### src/hdl/u8dv_pkg.sv
// Package for the strict UTF-8 stream decoder and validator.
// Holds the item types of both channels and the second-byte range classes.
// No dependencies.
package u8dv_pkg;

    typedef struct packed {
        logic [7:0] data_byte;
        logic       last_byte;
    } in_item_t;

    typedef struct packed {
        logic [20:0] code_point;
        logic        has_code_point;
        logic        end_of_buffer;
        logic        buffer_valid;
        logic [15:0] char_count;
    } out_item_t;

    // allowed range of the second byte of a sequence
    localparam logic [2:0] CLS_80_BF = 3'd0;
    localparam logic [2:0] CLS_A0_BF = 3'd1;
    localparam logic [2:0] CLS_80_9F = 3'd2;
    localparam logic [2:0] CLS_90_BF = 3'd3;
    localparam logic [2:0] CLS_80_8F = 3'd4;

    localparam logic [20:0] MAX_SCALAR = 21'h10FFFF;
    localparam int          OUT_COUNT_BITS = 16;

endpackage

### src/hdl/utf8_stream_decode_validate_core.sv
// Top level of the strict UTF-8 stream decoder and validator.
// Depends on u8dv_pkg.
//
// Usage:
//   s_ channel carries one byte per item plus a flag for the last byte of a
//   buffer. m_ channel carries one item per completed code point and one for
//   the last byte of every buffer (both on the same item where they coincide).
//   The end-of-buffer item reports whether the whole buffer was strict UTF-8
//   and how many code points it held (saturating at 65535 for COUNT_BITS >= 16).
//   Decoding state is updated in the cycle a byte is accepted; the result
//   lands in the output register (or the skid register if the receiver
//   stalls). Throughput is one byte per cycle while s_ready is high, set by
//   the state update and the two-entry output buffer.
//   When the receiver stalls, one further result is held in a skid register;
//   s_ready drops only once both output entries are full.
//   Reset (aresetn low, synchronous) empties the output buffer and clears the
//   decoder state and character count. After the last byte of each buffer
//   the same state is cleared for the next buffer.
module utf8_stream_decode_validate_core #(
    parameter int COUNT_BITS = 16
) (
    input  logic                aclk,
    input  logic                aresetn,
    input  logic                s_valid,
    output logic                s_ready,
    input  u8dv_pkg::in_item_t  s_data,
    output logic                m_valid,
    input  logic                m_ready,
    output u8dv_pkg::out_item_t m_data
);
    import u8dv_pkg::*;

    localparam logic [COUNT_BITS-1:0] COUNT_MAX = {COUNT_BITS{1'b1}};

    logic [1:0]            bytes_left_reg, bytes_left_upd, bytes_left_next;
    logic [20:0]           partial_reg, partial_upd, partial_next;
    logic [2:0]            class_reg, class_upd, class_next;
    logic                  at_second_reg, at_second_upd, at_second_next;
    logic                  failed_reg, failed_upd, failed_next;
    logic [COUNT_BITS-1:0] count_reg, count_upd, count_next;

    logic        s_fire, m_fire, produce;
    logic        have;
    logic [20:0] cp;
    logic [20:0] shifted;
    logic        cont_ok;
    logic [7:0]  b;
    logic [15:0] count_rep;
    out_item_t   res;

    out_item_t out_reg, skid_reg;
    logic      out_valid_reg, skid_valid_reg;

    assign b       = s_data.data_byte;
    assign s_ready = !skid_valid_reg;
    assign s_fire  = s_valid && s_ready;
    assign m_valid = out_valid_reg;
    assign m_data  = out_reg;
    assign m_fire  = out_valid_reg && m_ready;
    assign shifted = {partial_reg[14:0], b[5:0]};

    always_comb begin
        case (class_reg)
            CLS_A0_BF: cont_ok = (b >= 8'hA0) && (b <= 8'hBF);
            CLS_80_9F: cont_ok = (b >= 8'h80) && (b <= 8'h9F);
            CLS_90_BF: cont_ok = (b >= 8'h90) && (b <= 8'hBF);
            CLS_80_8F: cont_ok = (b >= 8'h80) && (b <= 8'h8F);
            default:   cont_ok = (b >= 8'h80) && (b <= 8'hBF);
        endcase
        if (!at_second_reg) begin
            cont_ok = (b[7:6] == 2'b10);
        end
    end

    always_comb begin
        bytes_left_upd = bytes_left_reg;
        partial_upd    = partial_reg;
        class_upd      = class_reg;
        at_second_upd  = at_second_reg;
        failed_upd     = failed_reg;
        count_upd      = count_reg;
        have           = 1'b0;
        cp             = '0;
        if (!failed_reg) begin
            if (bytes_left_reg == 2'd0) begin
                at_second_upd = 1'b1;
                if (b <= 8'h7F) begin
                    have          = 1'b1;
                    cp            = {13'd0, b};
                    at_second_upd = at_second_reg;
                end else if ((b >= 8'hC2) && (b <= 8'hDF)) begin
                    bytes_left_upd = 2'd1;
                    partial_upd    = {16'd0, b[4:0]};
                    class_upd      = CLS_80_BF;
                end else if (b == 8'hE0) begin
                    bytes_left_upd = 2'd2;
                    partial_upd    = {17'd0, b[3:0]};
                    class_upd      = CLS_A0_BF;
                end else if (b == 8'hED) begin
                    bytes_left_upd = 2'd2;
                    partial_upd    = {17'd0, b[3:0]};
                    class_upd      = CLS_80_9F;
                end else if ((b >= 8'hE1) && (b <= 8'hEF)) begin
                    bytes_left_upd = 2'd2;
                    partial_upd    = {17'd0, b[3:0]};
                    class_upd      = CLS_80_BF;
                end else if (b == 8'hF0) begin
                    bytes_left_upd = 2'd3;
                    partial_upd    = {18'd0, b[2:0]};
                    class_upd      = CLS_90_BF;
                end else if (b == 8'hF4) begin
                    bytes_left_upd = 2'd3;
                    partial_upd    = {18'd0, b[2:0]};
                    class_upd      = CLS_80_8F;
                end else if ((b >= 8'hF1) && (b <= 8'hF3)) begin
                    bytes_left_upd = 2'd3;
                    partial_upd    = {18'd0, b[2:0]};
                    class_upd      = CLS_80_BF;
                end else begin
                    failed_upd    = 1'b1;
                    at_second_upd = at_second_reg;
                end
            end else if (!cont_ok) begin
                failed_upd = 1'b1;
            end else begin
                at_second_upd  = 1'b0;
                bytes_left_upd = bytes_left_reg - 2'd1;
                if (bytes_left_reg == 2'd1) begin
                    have        = 1'b1;
                    cp          = shifted;
                    partial_upd = '0;
                    class_upd   = CLS_80_BF;
                end else begin
                    partial_upd = shifted;
                end
            end
            if (have && (count_reg != COUNT_MAX)) begin
                count_upd = count_reg + 1'b1;
            end
        end
    end

    generate
        if (COUNT_BITS > OUT_COUNT_BITS) begin : g_sat
            assign count_rep = (|count_upd[COUNT_BITS-1:OUT_COUNT_BITS]) ?
                               {OUT_COUNT_BITS{1'b1}} : count_upd[OUT_COUNT_BITS-1:0];
        end else begin : g_ext
            assign count_rep = OUT_COUNT_BITS'(count_upd);
        end
    endgenerate

    always_comb begin
        res.code_point     = cp;
        res.has_code_point = have;
        res.end_of_buffer  = s_data.last_byte;
        res.buffer_valid   = s_data.last_byte && !failed_upd && (bytes_left_upd == 2'd0);
        res.char_count     = count_rep;
        produce            = s_fire && (have || s_data.last_byte);
        if (s_data.last_byte) begin
            bytes_left_next = '0;
            partial_next    = '0;
            class_next      = CLS_80_BF;
            at_second_next  = 1'b0;
            failed_next     = 1'b0;
            count_next      = '0;
        end else begin
            bytes_left_next = bytes_left_upd;
            partial_next    = partial_upd;
            class_next      = class_upd;
            at_second_next  = at_second_upd;
            failed_next     = failed_upd;
            count_next      = count_upd;
        end
    end

    always_ff @(posedge aclk) begin
        if (!aresetn) begin
            bytes_left_reg <= '0;
            partial_reg    <= '0;
            class_reg      <= CLS_80_BF;
            at_second_reg  <= 1'b0;
            failed_reg     <= 1'b0;
            count_reg      <= '0;
        end else if (s_fire) begin
            bytes_left_reg <= bytes_left_next;
            partial_reg    <= partial_next;
            class_reg      <= class_next;
            at_second_reg  <= at_second_next;
            failed_reg     <= failed_next;
            count_reg      <= count_next;
        end
    end

    // two-entry output buffer: out_reg faces the receiver, skid_reg catches overflow
    always_ff @(posedge aclk) begin
        if (!aresetn) begin
            out_valid_reg  <= 1'b0;
            skid_valid_reg <= 1'b0;
        end else begin
            if (!out_valid_reg || m_fire) begin
                if (skid_valid_reg) begin
                    out_valid_reg  <= 1'b1;
                    skid_valid_reg <= 1'b0;
                end else begin
                    out_valid_reg <= produce;
                end
            end else if (produce) begin
                skid_valid_reg <= 1'b1;
            end
        end
    end

    always_ff @(posedge aclk) begin
        if (!out_valid_reg || m_fire) begin
            if (skid_valid_reg) begin
                out_reg <= skid_reg;
            end else if (produce) begin
                out_reg <= res;
            end
        end else if (produce) begin
            skid_reg <= res;
        end
    end

    a_skid_needs_out: assert property (@(posedge aclk) disable iff (!aresetn)
        skid_valid_reg |-> out_valid_reg)
        else $error("skid entry held with empty output register");

    a_item_has_reason: assert property (@(posedge aclk) disable iff (!aresetn)
        m_valid |-> (m_data.has_code_point || m_data.end_of_buffer))
        else $error("result item with neither code point nor end of buffer");

    a_scalar_range: assert property (@(posedge aclk) disable iff (!aresetn)
        (m_valid && m_data.has_code_point) |->
            ((m_data.code_point <= MAX_SCALAR) &&
             ((m_data.code_point < 21'hD800) || (m_data.code_point > 21'hDFFF))))
        else $error("decoded value is not a Unicode scalar value");

    a_valid_at_end: assert property (@(posedge aclk) disable iff (!aresetn)
        (m_valid && m_data.buffer_valid) |-> m_data.end_of_buffer)
        else $error("buffer_valid set away from end of buffer");

endmodule
### config.mk
export PLATFORM = sky130hd
export DESIGN_NAME = utf8_stream_decode_validate_core
export DESIGN_NICKNAME = d
export VERILOG_FILES = /design/src/hdl/u8dv_pkg.sv /design/src/hdl/utf8_stream_decode_validate_core.sv
export SDC_FILE = /design/constraint.sdc
export NUM_CORES = 1
export LEC_CHECK = 0
export BUFFER_PORTS_ARGS = -buffer_cell sky130_fd_sc_hd__buf_4
export CAP_MARGIN = 20
export CELL_PAD_IN_SITES_DETAIL_PLACEMENT = 1
export CELL_PAD_IN_SITES_GLOBAL_PLACEMENT = 2
export CORE_MARGIN = 2
export CORE_UTILIZATION = 35
export CTS_CLUSTER_DIAMETER = 80
export DETAILED_ROUTE_END_ITERATION = 10
export GPL_TIMING_DRIVEN = 0
export PLACE_DENSITY_LB_ADDON = 0.1
export SLEW_MARGIN = 30
export SYNTH_ARGS = -nofsm -noshare
export SYNTH_HDL_FRONTEND = slang
export SYNTH_SLANG_ARGS = --single-unit
### constraint.sdc
create_clock -name aclk -period 7.2 [get_ports aclk]
set_input_delay 0.72 -clock aclk [delete_from_list [all_inputs] [get_ports aclk]]
set_output_delay 0.72 -clock aclk [all_outputs]
set_load 0.01 [all_outputs]
Yosys cells after proc, flatten, opt, wreduce, memory -nomap -nowiden. Cells that the tools add are included.

Add/subtract/negate cells: 2. Order comparisons: 13. Equal/unequal tests: 14. Muxes and demuxes: 81. Bitwise operators: 2. Reductions and logical operators: 29.

Operators with widths (number): 15-bit two-way mux (13); 21-bit two-way mux (4); 40-bit two-way mux (2); 8-bit greater-or-equal comparator, second input constant (6); 8-bit <= comparator, second input constant (6); 16-bit two-way mux (3); 3-bit two-way mux (13); 8-bit == test, second input constant (4); 1-bit two-way mux (32); 2-bit two-way mux (12); 16-bit by 1-bit adder with 16-bit output, second input constant (1); 16-bit != test, second input constant (1); 1-bit logical AND (14); 9-bit by 2-bit != test with 1-bit output, second input constant (1); 8-bit by 7-bit <= comparator with 1-bit output, second input constant (1); 8-bit two-way mux (1); 3-bit by 2-bit == test with 1-bit output, second input constant (2); 6-bit AND reduction (1); 3-bit nonzero test (2); 5-bit AND reduction (1); 2-bit logical NOT (2); 1-bit case mux with 4 select lines (1); 2-bit AND reduction (2); 3-bit by 1-bit == test with 1-bit output, second input constant (1); 11 further kinds (15).

Register bits after elaboration: 120. Input port bits: 13. Output and inout port bits: 42. Word-level logic and storage cells: 159.

Longest topological paths before layout. Gate-level depths: netlist of run 1.

Word-level depth: 17. Gate-level depth with buffers: 9. Mapped depth without buffers: 9.

Worst setup path before layout of run 1. OpenSTA, ideal clock, no wires.

Kind: input -> register. Start: input port s_data[5] (netlist bit). End: register skid_reg[0] (netlist bit), enable pin. Library setup time: 0.495 ns. Arrival time: 4.718 ns. Data required time: 6.705 ns. Setup slack: 1.987 ns. Stages on the path: 6. Buffers on the path: 1. Path through: or2_4 -> a2111oi_4 -> o21ai_2 -> buf_6 -> nand3_1 -> nor3b_1.

Longest elaborated chain between the ends: 11. Elaborated cells on any way between the ends: 22. Classes of those cells: order compare: 7; mux: 7; reduce/logical: 8.

Ends and longest elaborated chain: start, declared (line utf8_stream_decode_validate_core.sv:26) `input u8dv_pkg::in_item_t s_data,`; 8-bit greater-or-equal comparator, or another cell as far along (line utf8_stream_decode_validate_core.sv:65, utf8_stream_decode_validate_core.sv:67, utf8_stream_decode_validate_core.sv:68); 1-bit logical AND, on equally long branches; 1-bit case mux with 4 select lines (line utf8_stream_decode_validate_core.sv:63) `case (class_reg)`; 1-bit two-way mux (line utf8_stream_decode_validate_core.sv:70) `if (!at_second_reg) begin`; 1-bit two-way mux (line utf8_stream_decode_validate_core.sv:123) `end else if (!cont_ok) begin`; 1-bit two-way mux (*) (line utf8_stream_decode_validate_core.sv:85) `if (bytes_left_reg == 2'd0) begin`; 1-bit two-way mux (*) (2 in series) (line utf8_stream_decode_validate_core.sv:84) `if (!failed_reg) begin`; 1-bit logical OR (*) (line utf8_stream_decode_validate_core.sv:158) `produce = s_fire && (have || s_data.last_byte);`; 1-bit logical AND (*) (line utf8_stream_decode_validate_core.sv:158); 2-bit AND reduction (no source line) (*); end signal, assigned (line utf8_stream_decode_validate_core.sv:221) `skid_reg <= res;`; end, declared (line utf8_stream_decode_validate_core.sv:51) `out_item_t out_reg, skid_reg;`.

Mark *: on every way between the ends. The rest lies on a longest branch, timed or not. The select of a mux whose other input is x is not followed. A chain may end at the register's enable or synchronous reset.

Worst setup path after layout of run 1.
Start: register bytes_left_reg[0]. End: register skid_reg[37] (netlist bit), enable pin.

Longest elaborated chain between the ends: 9. Elaborated cells on any way between the ends: 10. Classes of those cells: eq/ne: 1; mux: 5; reduce/logical: 4.

Ends and longest elaborated chain: start, declared (line utf8_stream_decode_validate_core.sv:35) `logic [1:0] bytes_left_reg, bytes_left_upd, bytes_left_next;`; start signal, assigned (line utf8_stream_decode_validate_core.sv:185) `bytes_left_reg <= bytes_left_next;`; 2-bit by 1-bit == test with 1-bit output (line utf8_stream_decode_validate_core.sv:128) `if (bytes_left_reg == 2'd1) begin`; 1-bit two-way mux (line utf8_stream_decode_validate_core.sv:128); 1-bit two-way mux (line utf8_stream_decode_validate_core.sv:123); 1-bit two-way mux (*) (line utf8_stream_decode_validate_core.sv:85); 1-bit two-way mux (*) (2 in series) (line utf8_stream_decode_validate_core.sv:84); 1-bit logical OR (*) (line utf8_stream_decode_validate_core.sv:158); 1-bit logical AND (*) (line utf8_stream_decode_validate_core.sv:158); 2-bit AND reduction (no source line) (*).

Marked as above.

==> impl_metrics.yaml, run 1 <==
placement:
  pre_cts_slack_ps: 3630
  dp_hpwl_mm: 10.2
  placed_cells: 749
  place_area_um2: 6370
  place_congestion: 0.838
  place.port_buffers: 51
worst_hold_path:
  hp-class: "reg -> reg"
  hold_start: "partial_reg[10]"
  whs_path_depth: 2
  min_to: "partial_reg[10]"
global_route:
  grt_max_degree: 26
  overflow: 0
  grt_pass1_wl_mm: 22.6
  track_usage_pct: 17.5
  antenna_found_initial: 0
  grt_pass1_vias: 4221
status:
  status: "finished, final reports clean"
setup_path:
  cp.arrival_ps: 3490
  cp_max_fo: 10
  reg2reg_depth: 11
  path_class: "reg -> reg"
  r2r_start: "bytes_left_reg[0]"
  end_kind: "register"
  cp-start-kind: "register"
  reg2reg_slack_ps: 3840
  reg2reg_to: "skid_reg[37]"
  required_ps: 7330
synthesis:
  synthTopCellsByArea: "edfxtp_1 (43%), dfxtp_1 (14%), mux2_2 (8.0%), nand2_1 (3.4%), mux2i_1 (3.2%)"
  ys_types: 60
  synth_async_sr_flop_share_pct: 0
  synth_top_cell_area_share_pct: 42.6
  ys_ff_latch: 120
  synth.avg_cell_area_um2: 11.8
  yosys_warnings: 0
  syn_nets: 492
  syn_area_um2: 5630
  synth_edf_count: 80
  synthCells: 476
  ys.flop_type: "edfxtp_1"
  synth_top_area_cell: "edfxtp_1"
  ys_seq_area_share_pct: 56.9
drt:
  dr.pass1.iters: 4
  drt_iter0_markers: 228
  wl_met1_mm: 6.91
  wl_per_cell_um: 18.0
  dr_wl_met3_um: 394
  viasPerCell: 5.08
  highest_layer: "met4"
  vias: 3967
  wl_mm: 14.1
  dr_wl_met2_mm: 6.60
  ant_nets: 0
  drc_errors: 0
sta:
  fin_skew_ps: 5.59
  rsz0062_at_grt: "false"
  fin_crit_ps: 3360
  worst_pin_slew_ps: 802
  fmax_mhz: 298
  hold_viol_final: 0
  slew-limit-headroom_pct: 46.3
  finalWorstSetupSlack_ps: 3840
  fin_setup_tns_ps: 0
  setup_viol: 0
  drv_slew: 0
  fin_crit_sh_pct: 46.6
layout:
  final_area_um2: 6950
  utilization_pct: 43.9
  fin_nets: 568
  syn_to_final_growth_pct: 23.4
  drive_gt1_share_pct: 26.7
  layout_common_cells: "edfxtp_1 (80), buf_4 (55), nand2_1 (51), mux2_2 (40), dfxtp_1 (40)"
  final_common_cell: "edfxtp_1"
  num_antenna_cells: 0
  post_layout_nonfiller_instances: 781
clock_tree:
  clock_sinks: 120
  post_cts_buffers: 0
  h-tree-depth: 4
  cts_tree: "yes"
  clock_latency_ps: 420
  clockBufferDepth: 2
  ctsResizeCount: 0
  hold_buffers: 0
  cts.clk_slew.worst_paths_ps: 60
  cts_made_buffers: 17
  ctsRootBufferMaster: "clkbuf_16"
pwr:
  pwr-share-seq_pct: 44.3
  combPwrFrac_pct: 7.4
  p_clk_share_pct: 48.3
  pwr_density_cell_nw_per_um2: 249
  p_int_mw: 1.33
  p_leak_nw: 2.60
  p_sw_share_pct: 22.9
  power_switching_uw: 397
  ir_worst_vdd_v: 0.000169
run:
  cap_violations: 0
floorplanning:
  initial_core_util_pct: 35.6
  dieArea_um2: 17100
  ioPinCount: 55
  die_x_um: 131
  core_region_area_um2: 15800
  die_h_um: 131
  fp-row-count: 46
-- synth_stat cells (3+ instances only) --
| master | count |
|---|---|
| dfxtp_1 | 40 |
| edfxtp_1 | 80 |
| mux2_2 | 40 |
| buf_1 | 3 |
| and2_1 | 24 |
| nor3_1 | 8 |
| a21oi_1 | 13 |
| xnor2_1 | 7 |
| o211ai_1 | 5 |
| xor2_1 | 8 |
| nand4_1 | 8 |
| ha_1 | 3 |
| a31oi_1 | 6 |
| nand2b_1 | 8 |
| a211oi_2 | 5 |
| nand2_1 | 51 |
| a21o_1 | 4 |
| o21ai_0 | 18 |
| a22o_1 | 5 |
| nor2_1 | 26 |
| mux2i_1 | 18 |
| o22ai_1 | 3 |
| o31ai_1 | 3 |
| buf_6 | 3 |
| clkbuf_1 | 16 |
| inv_1 | 11 |
| nand3_1 | 14 |
-- how the worst max path moves through the flow --
stage                                 start           end  cells past startpoint
after floorplan                   s_data[5]   skid_reg[0]                      6
after global placement            s_data[6]  skid_reg[19]                      7
after detailed placement          s_data[6]  skid_reg[31]                     10
after CTS                 bytes_left_reg[0]  skid_reg[29]                     11
after global routing      bytes_left_reg[1]  skid_reg[37]                     11
final                     bytes_left_reg[0]  skid_reg[37]                     11
-- stage by stage --
step,hold slack (ps),power [mW]
global placement,445,0.904
floorplan,433,0.850
finish,461,1.73
global route,486,1.79
CTS,467,1.75
detailed placement,458,0.910
-- critical path: stages, from the launching register on --
cell,delay [ps]
dfxtp_1,430
inv_1,90
ha_1,240
nand2b_1,230
a2111oi_4,370
o21ai_2,190
buf_6,200
nand3_1,120
nor3b_2,530
buf_4,300
buf_4,200
buf_6,150
-- power by group through the flow --
stage / combinational [mW] / sequential [mW] / clock [mW]
finish: 0.129 / 0.765 / 0.836
global route: 0.141 / 0.768 / 0.881
CTS: 0.131 / 0.766 / 0.850
detailed placement: 0.130 / 0.780 / 0
global placement: 0.123 / 0.782 / 0
floorplan: 0.0620 / 0.788 / 0
-- kinds of logic (layout without fill, tap and decap cells) --
family                   after synthesis  after routing  share of synthesized area (%)
AND/OR/NAND/NOR                      156            156                           13.7
buffers and inverters                 34            123                           2.69
flip-flops                           120            120                           56.9
adder cells (fa/ha/maj)                3              3                          0.666
multiplexers                          58             58                           11.2
AO/OA/AOI/OAI                         90             90                           12.5
XOR/XNOR                              15             15                           2.33
-- routing by layer --
metal,vias up,global-route usage [%]
li1,1925,-
met3,20,4.15
met2,59,28.0
met1,1963,23.4
met5,-,0
met4,0,6.07
-- final cells by class --
type                    count  area [um2]
fillers                  1695        8880
flip-flops and latches    120        3200
multi-input cells         322        2290
clock buffers              20         457
repair buffers             57         452
well taps                 216         270
clock inverters            12         125
plain buffers              23         110
inverters                  11        41.3
No activity file was read; power rests on OpenSTA's default activity.
==> run 2, diff against run 1 <==
clock period = 3.2 ns   (was 7.2 ns; I/O delays follow)
==> impl_metrics.yaml, run 2 (synthesis gave the netlist of run 1 again) <==
layout:
  fillCellCount: 1691
  syn_to_final_growth_pct: 25.6
  num_antenna_cells: 0
  drive_gt1_share_pct: 27.4
  final_area_um2: 7070
  fin_nets: 573
  layout_common_cells: "edfxtp_1 (80), buf_4 (56), nand2_1 (51), mux2_2 (40), dfxtp_1 (40)"
  final_common_cell: "edfxtp_1"
pwr:
  pwr_density_cell_nw_per_um2: 579
  pwr-share-seq_pct: 42.1
  ir_worst_vdd_v: 0.000346
  p_clk_share_pct: 50.4
  power_mw: 4.09
  power_switching_uw: 887
  p_sw_share_pct: 21.7
  p_leak_nw: 2.67
  p_int_mw: 3.21
  combPwrFrac_pct: 7.5
sta:
  fin_skew_ps: 7.09
  hold_viol_final: 0
  slew-limit-headroom_pct: 40.1
  rsz0062_at_grt: "false"
  fin_setup_tns_ps: 0
  fin_crit_ps: 2930
  worst_pin_slew_ps: 896
  whs_ps: 102
  fin_crit_sh_pct: 91.5
  setup_viol: 0
  fmax_mhz: 341
  drv_slew: 0
floorplanning:
  dieArea_um2: 17100
  core_region_area_um2: 15800
  ioPinCount: 55
  fp-row-count: 46
  die_x_um: 131
  initial_core_util_pct: 35.6
  die_h_um: 131
global_route:
  antenna_found_initial: 0
  grt_pass1_vias: 4143
  track_usage_pct: 17.9
  grt_max_degree: 26
  grt_pass1_wl_mm: 22.9
  overflow: 0
drt:
  drc_errors: 0
  vias: 4013
  viasPerCell: 5.11
  dr.pass1.iters: 4
  wl_mm: 14.2
  wl_per_cell_um: 18.1
  drt_iter0_markers: 196
  ant_nets: 0
run:
  cap_violations: 0
clock_tree:
  clock_latency_ps: 410
  h-tree-depth: 4
  clockBufferDepth: 2
  hold_buffers: 0
  cts_tree: "yes"
  ctsRootBufferMaster: "clkbuf_16"
  clock_sinks: 120
  cts.clk_slew.worst_paths_ps: 50
  cts_made_buffers: 17
placement:
  place.port_buffers: 51
  dp_hpwl_mm: 10.1
  place_congestion: 0.849
  place_area_um2: 6380
setup_path:
  required_ps: 3320
  path_class: "reg -> reg"
  end_kind: "register"
  cp-start-kind: "register"
  cp.arrival_ps: 3050
  reg2reg_slack_ps: 270
  cp_max_fo: 11
worst_hold_path:
  hp-class: "in -> reg"
status:
  status: "finished, final reports clean"
## run 2: cell count changes in the layout (fill, tap and decap cells not counted), sizes merged
cell / delta
buf: +5
bufinv: +3
clkbuf: -2
clkinv: +1
clkinvlp: -2
## run 2: repair_timing
item                       4_1_cts  5_1_grt
resized for setup                0        2
setup endpoints to repair        0       25
setup buffers                    0        6
## run 2: area by class of cell
class	count	area [um2]	area share [%]
Clock inverter	14	204	2.88
Clock buffer	18	429	6.07
Multi-Input combinational cell	322	2300	32.5
Sequential cell	120	3200	45.3
Timing Repair Buffer	62	517	7.31
Tap cell	216	270	3.82
Inverter	11	41.3	0.584
Buffer	23	111	1.57
## run 2: routing by layer
metal	part of all wire (%)	global-route usage, %	up-vias
met5	0	0	-
met4	1.5	6.38	0
met3	3.0	4.28	19
met2	47	28.4	70
met1	48	24.0	1989
li1	-	-	1935
## run 2: stage by stage
stage	util [%]	worst slack, ps	cells
4_1_cts	44.3	40.1	780
3_3_place_gp	39.8	-823	743
3_5_place_dp	40.3	59.2	748
5_1_grt	44.7	106	786
6_report	44.7	270	786
2_1_floorplan	-	20.0	476
## run 2: worst max-delay path, cell delays in order (launching register included)
cell and delay [ps]:
dfxtp_1 430, inv_1 90, ha_1 240, nand2b_1 220, a2111oi_4 360, o21ai_2 190
buf_6 190, nand3_1 110, nor3b_4 410, buf_8 220, buf_6 170
## run 2: worst paths after layout
check,start,endpoint,depth (start not counted)
hold / removal,s_data[0],skid_reg[17],1
setup / recovery,bytes_left_reg[0],skid_reg[39],10
hold reg to reg,partial_reg[11],partial_reg[11],2
setup reg to reg,bytes_left_reg[0],skid_reg[39],10
## run 2: power groups by stage
stage                     combinational [mW]  clock (mW)  sequential [mW]
after floorplan                        0.142           0             1.77
after global placement                 0.278           0             1.76
after detailed placement               0.297           0             1.75
after CTS                              0.299        2.10             1.72
after global routing                   0.339        2.17             1.73
final                                  0.307        2.06             1.72
==> run 3, diff against run 2 <==
RECOVER_POWER = 50   (was unset)
==> impl_metrics.yaml, run 3 (synthesis gave the netlist of run 1 again) <==
layout:
  layout_common_cells: "edfxtp_1 (80), clkbuf_1 (58), nand2_1 (51), dfxtp_1 (40), mux2_2 (39)"
  fin_nets: 573
  utilization_pct: 43.5
  syn_to_final_growth_pct: 22.1
  post_layout_nonfiller_instances: 786
  drive_gt1_share_pct: 18.4
  final_common_cell: "edfxtp_1"
  num_antenna_cells: 0
setup_path:
  end_kind: "register"
  path_class: "reg -> reg"
  cp-start-kind: "register"
  cp.arrival_ps: 3100
  cp_max_fo: 9
  required_ps: 3360
clock_tree:
  hold_buffers: 0
  cts_tree: "yes"
  clock_latency_ps: 410
  cts_made_buffers: 17
  clock_sinks: 120
  clockBufferDepth: 2
  cts.clk_slew.worst_paths_ps: 60
  h-tree-depth: 4
  ctsRootBufferMaster: "clkbuf_16"
floorplanning:
  initial_core_util_pct: 35.6
  fp-row-count: 46
  die_h_um: 131
  core_region_area_um2: 15800
  die_x_um: 131
  dieArea_um2: 17100
  ioPinCount: 55
sta:
  fin_skew_ps: 8.60
  fmax_mhz: 340
  slew-limit-headroom_pct: 31.3
  drv_slew: 0
  setup_viol: 0
  rsz0062_at_grt: "false"
  fin_crit_sh_pct: 91.9
  fin_crit_ps: 2940
  whs_ps: 160
  hold_viol_final: 0
  worst_pin_slew_ps: 1020
global_route:
  track_usage_pct: 17.9
  grt_pass1_wl_mm: 22.9
  antenna_found_initial: 0
  overflow: 0
  grt_max_degree: 26
  grt_pass1_vias: 4143
pwr:
  p_leak_nw: 2.50
  power_mw: 4.06
  pwr_density_cell_nw_per_um2: 591
  ir_worst_vdd_v: 0.000344
placement:
  dp_hpwl_mm: 10.1
  place_congestion: 0.849
  placed_cells: 748
  place.port_buffers: 51
drt:
  ant_nets: 0
  dr.pass1.iters: 4
  vias: 4025
  viasPerCell: 5.12
  drc_errors: 0
  wl_per_cell_um: 18.2
  wl_mm: 14.3
  drt_iter0_markers: 163
status:
  status: "finished, final reports clean"
run:
  cap_violations: 0
worst_hold_path:
  hp-class: "in -> reg"
## run 3: changes by cell type in the layout (fill, tap and decap cells not counted), sizes merged
cell | previous run | this run
buf | 69 | 27
clkbuf | 34 | 76
## run 3: final timing paths
check                                        from              end  slack (ps)  cells past startpoint
worst max register to register  bytes_left_reg[0]        m_data[0]         260                      8
worst min register to register    partial_reg[11]  partial_reg[11]         450                      2
worst max-delay path            bytes_left_reg[0]        m_data[0]         260                      8
worst min-delay path                    s_data[0]     skid_reg[17]         160                      1
## run 3: worst max-delay path, stage by stage, from the launching register on
cell and delay (ps):
dfxtp_1 430, inv_1 90, ha_1 240, nand2b_1 210, a2111oi_4 360, a21boi_2 520, o21ai_0 340, xnor2_1 210
mux2_2 290
## run 3: routing by layer
| metal | wire, um | share of wire (%) | track usage (%) |
|---|---|---|---|
| met5 | 0 | 0 | 0 |
| met4 | 158 | 1.1 | 6.38 |
| met3 | 498 | 3.5 | 4.28 |
| met2 | 6770 | 47 | 28.4 |
| met1 | 6870 | 48 | 24.0 |
## run 3: area by class of cell
type                       count  area, um2
fill                        1722       8950
tap                          216        270
buffer                        23        111
inverter                      11       41.3
sequential                   120       3200
clock buffer                  18        429
multi-input combinational    322       2260
clock inverter                14        204
timing repair buffer          62        359
## run 3: metrics by stage
step	worst slack (ps)	area (um2)	TNS [ps]
after global routing	74.4	6880	0
after CTS	40.1	7010	0
final	260	6880	0
after global placement	-823	6300	-62900
after detailed placement	59.2	6380	0
after floorplan	20.0	5650	0
## run 3: power by group
group / internal [mW] / switching (mW)
clock: 1.37 / 0.691
sequential: 1.71 / 0.0160
combinational: 0.100 / 0.179
total: 3.18 / 0.886
## run 3: what timing repair did
action | 4_1_cts | 5_1_grt
setup endpoints to repair | 0 | 25
buffers inserted | 0 | 6
resized for setup | 0 | 2
endpoints found under the hold margin | 0 | 0
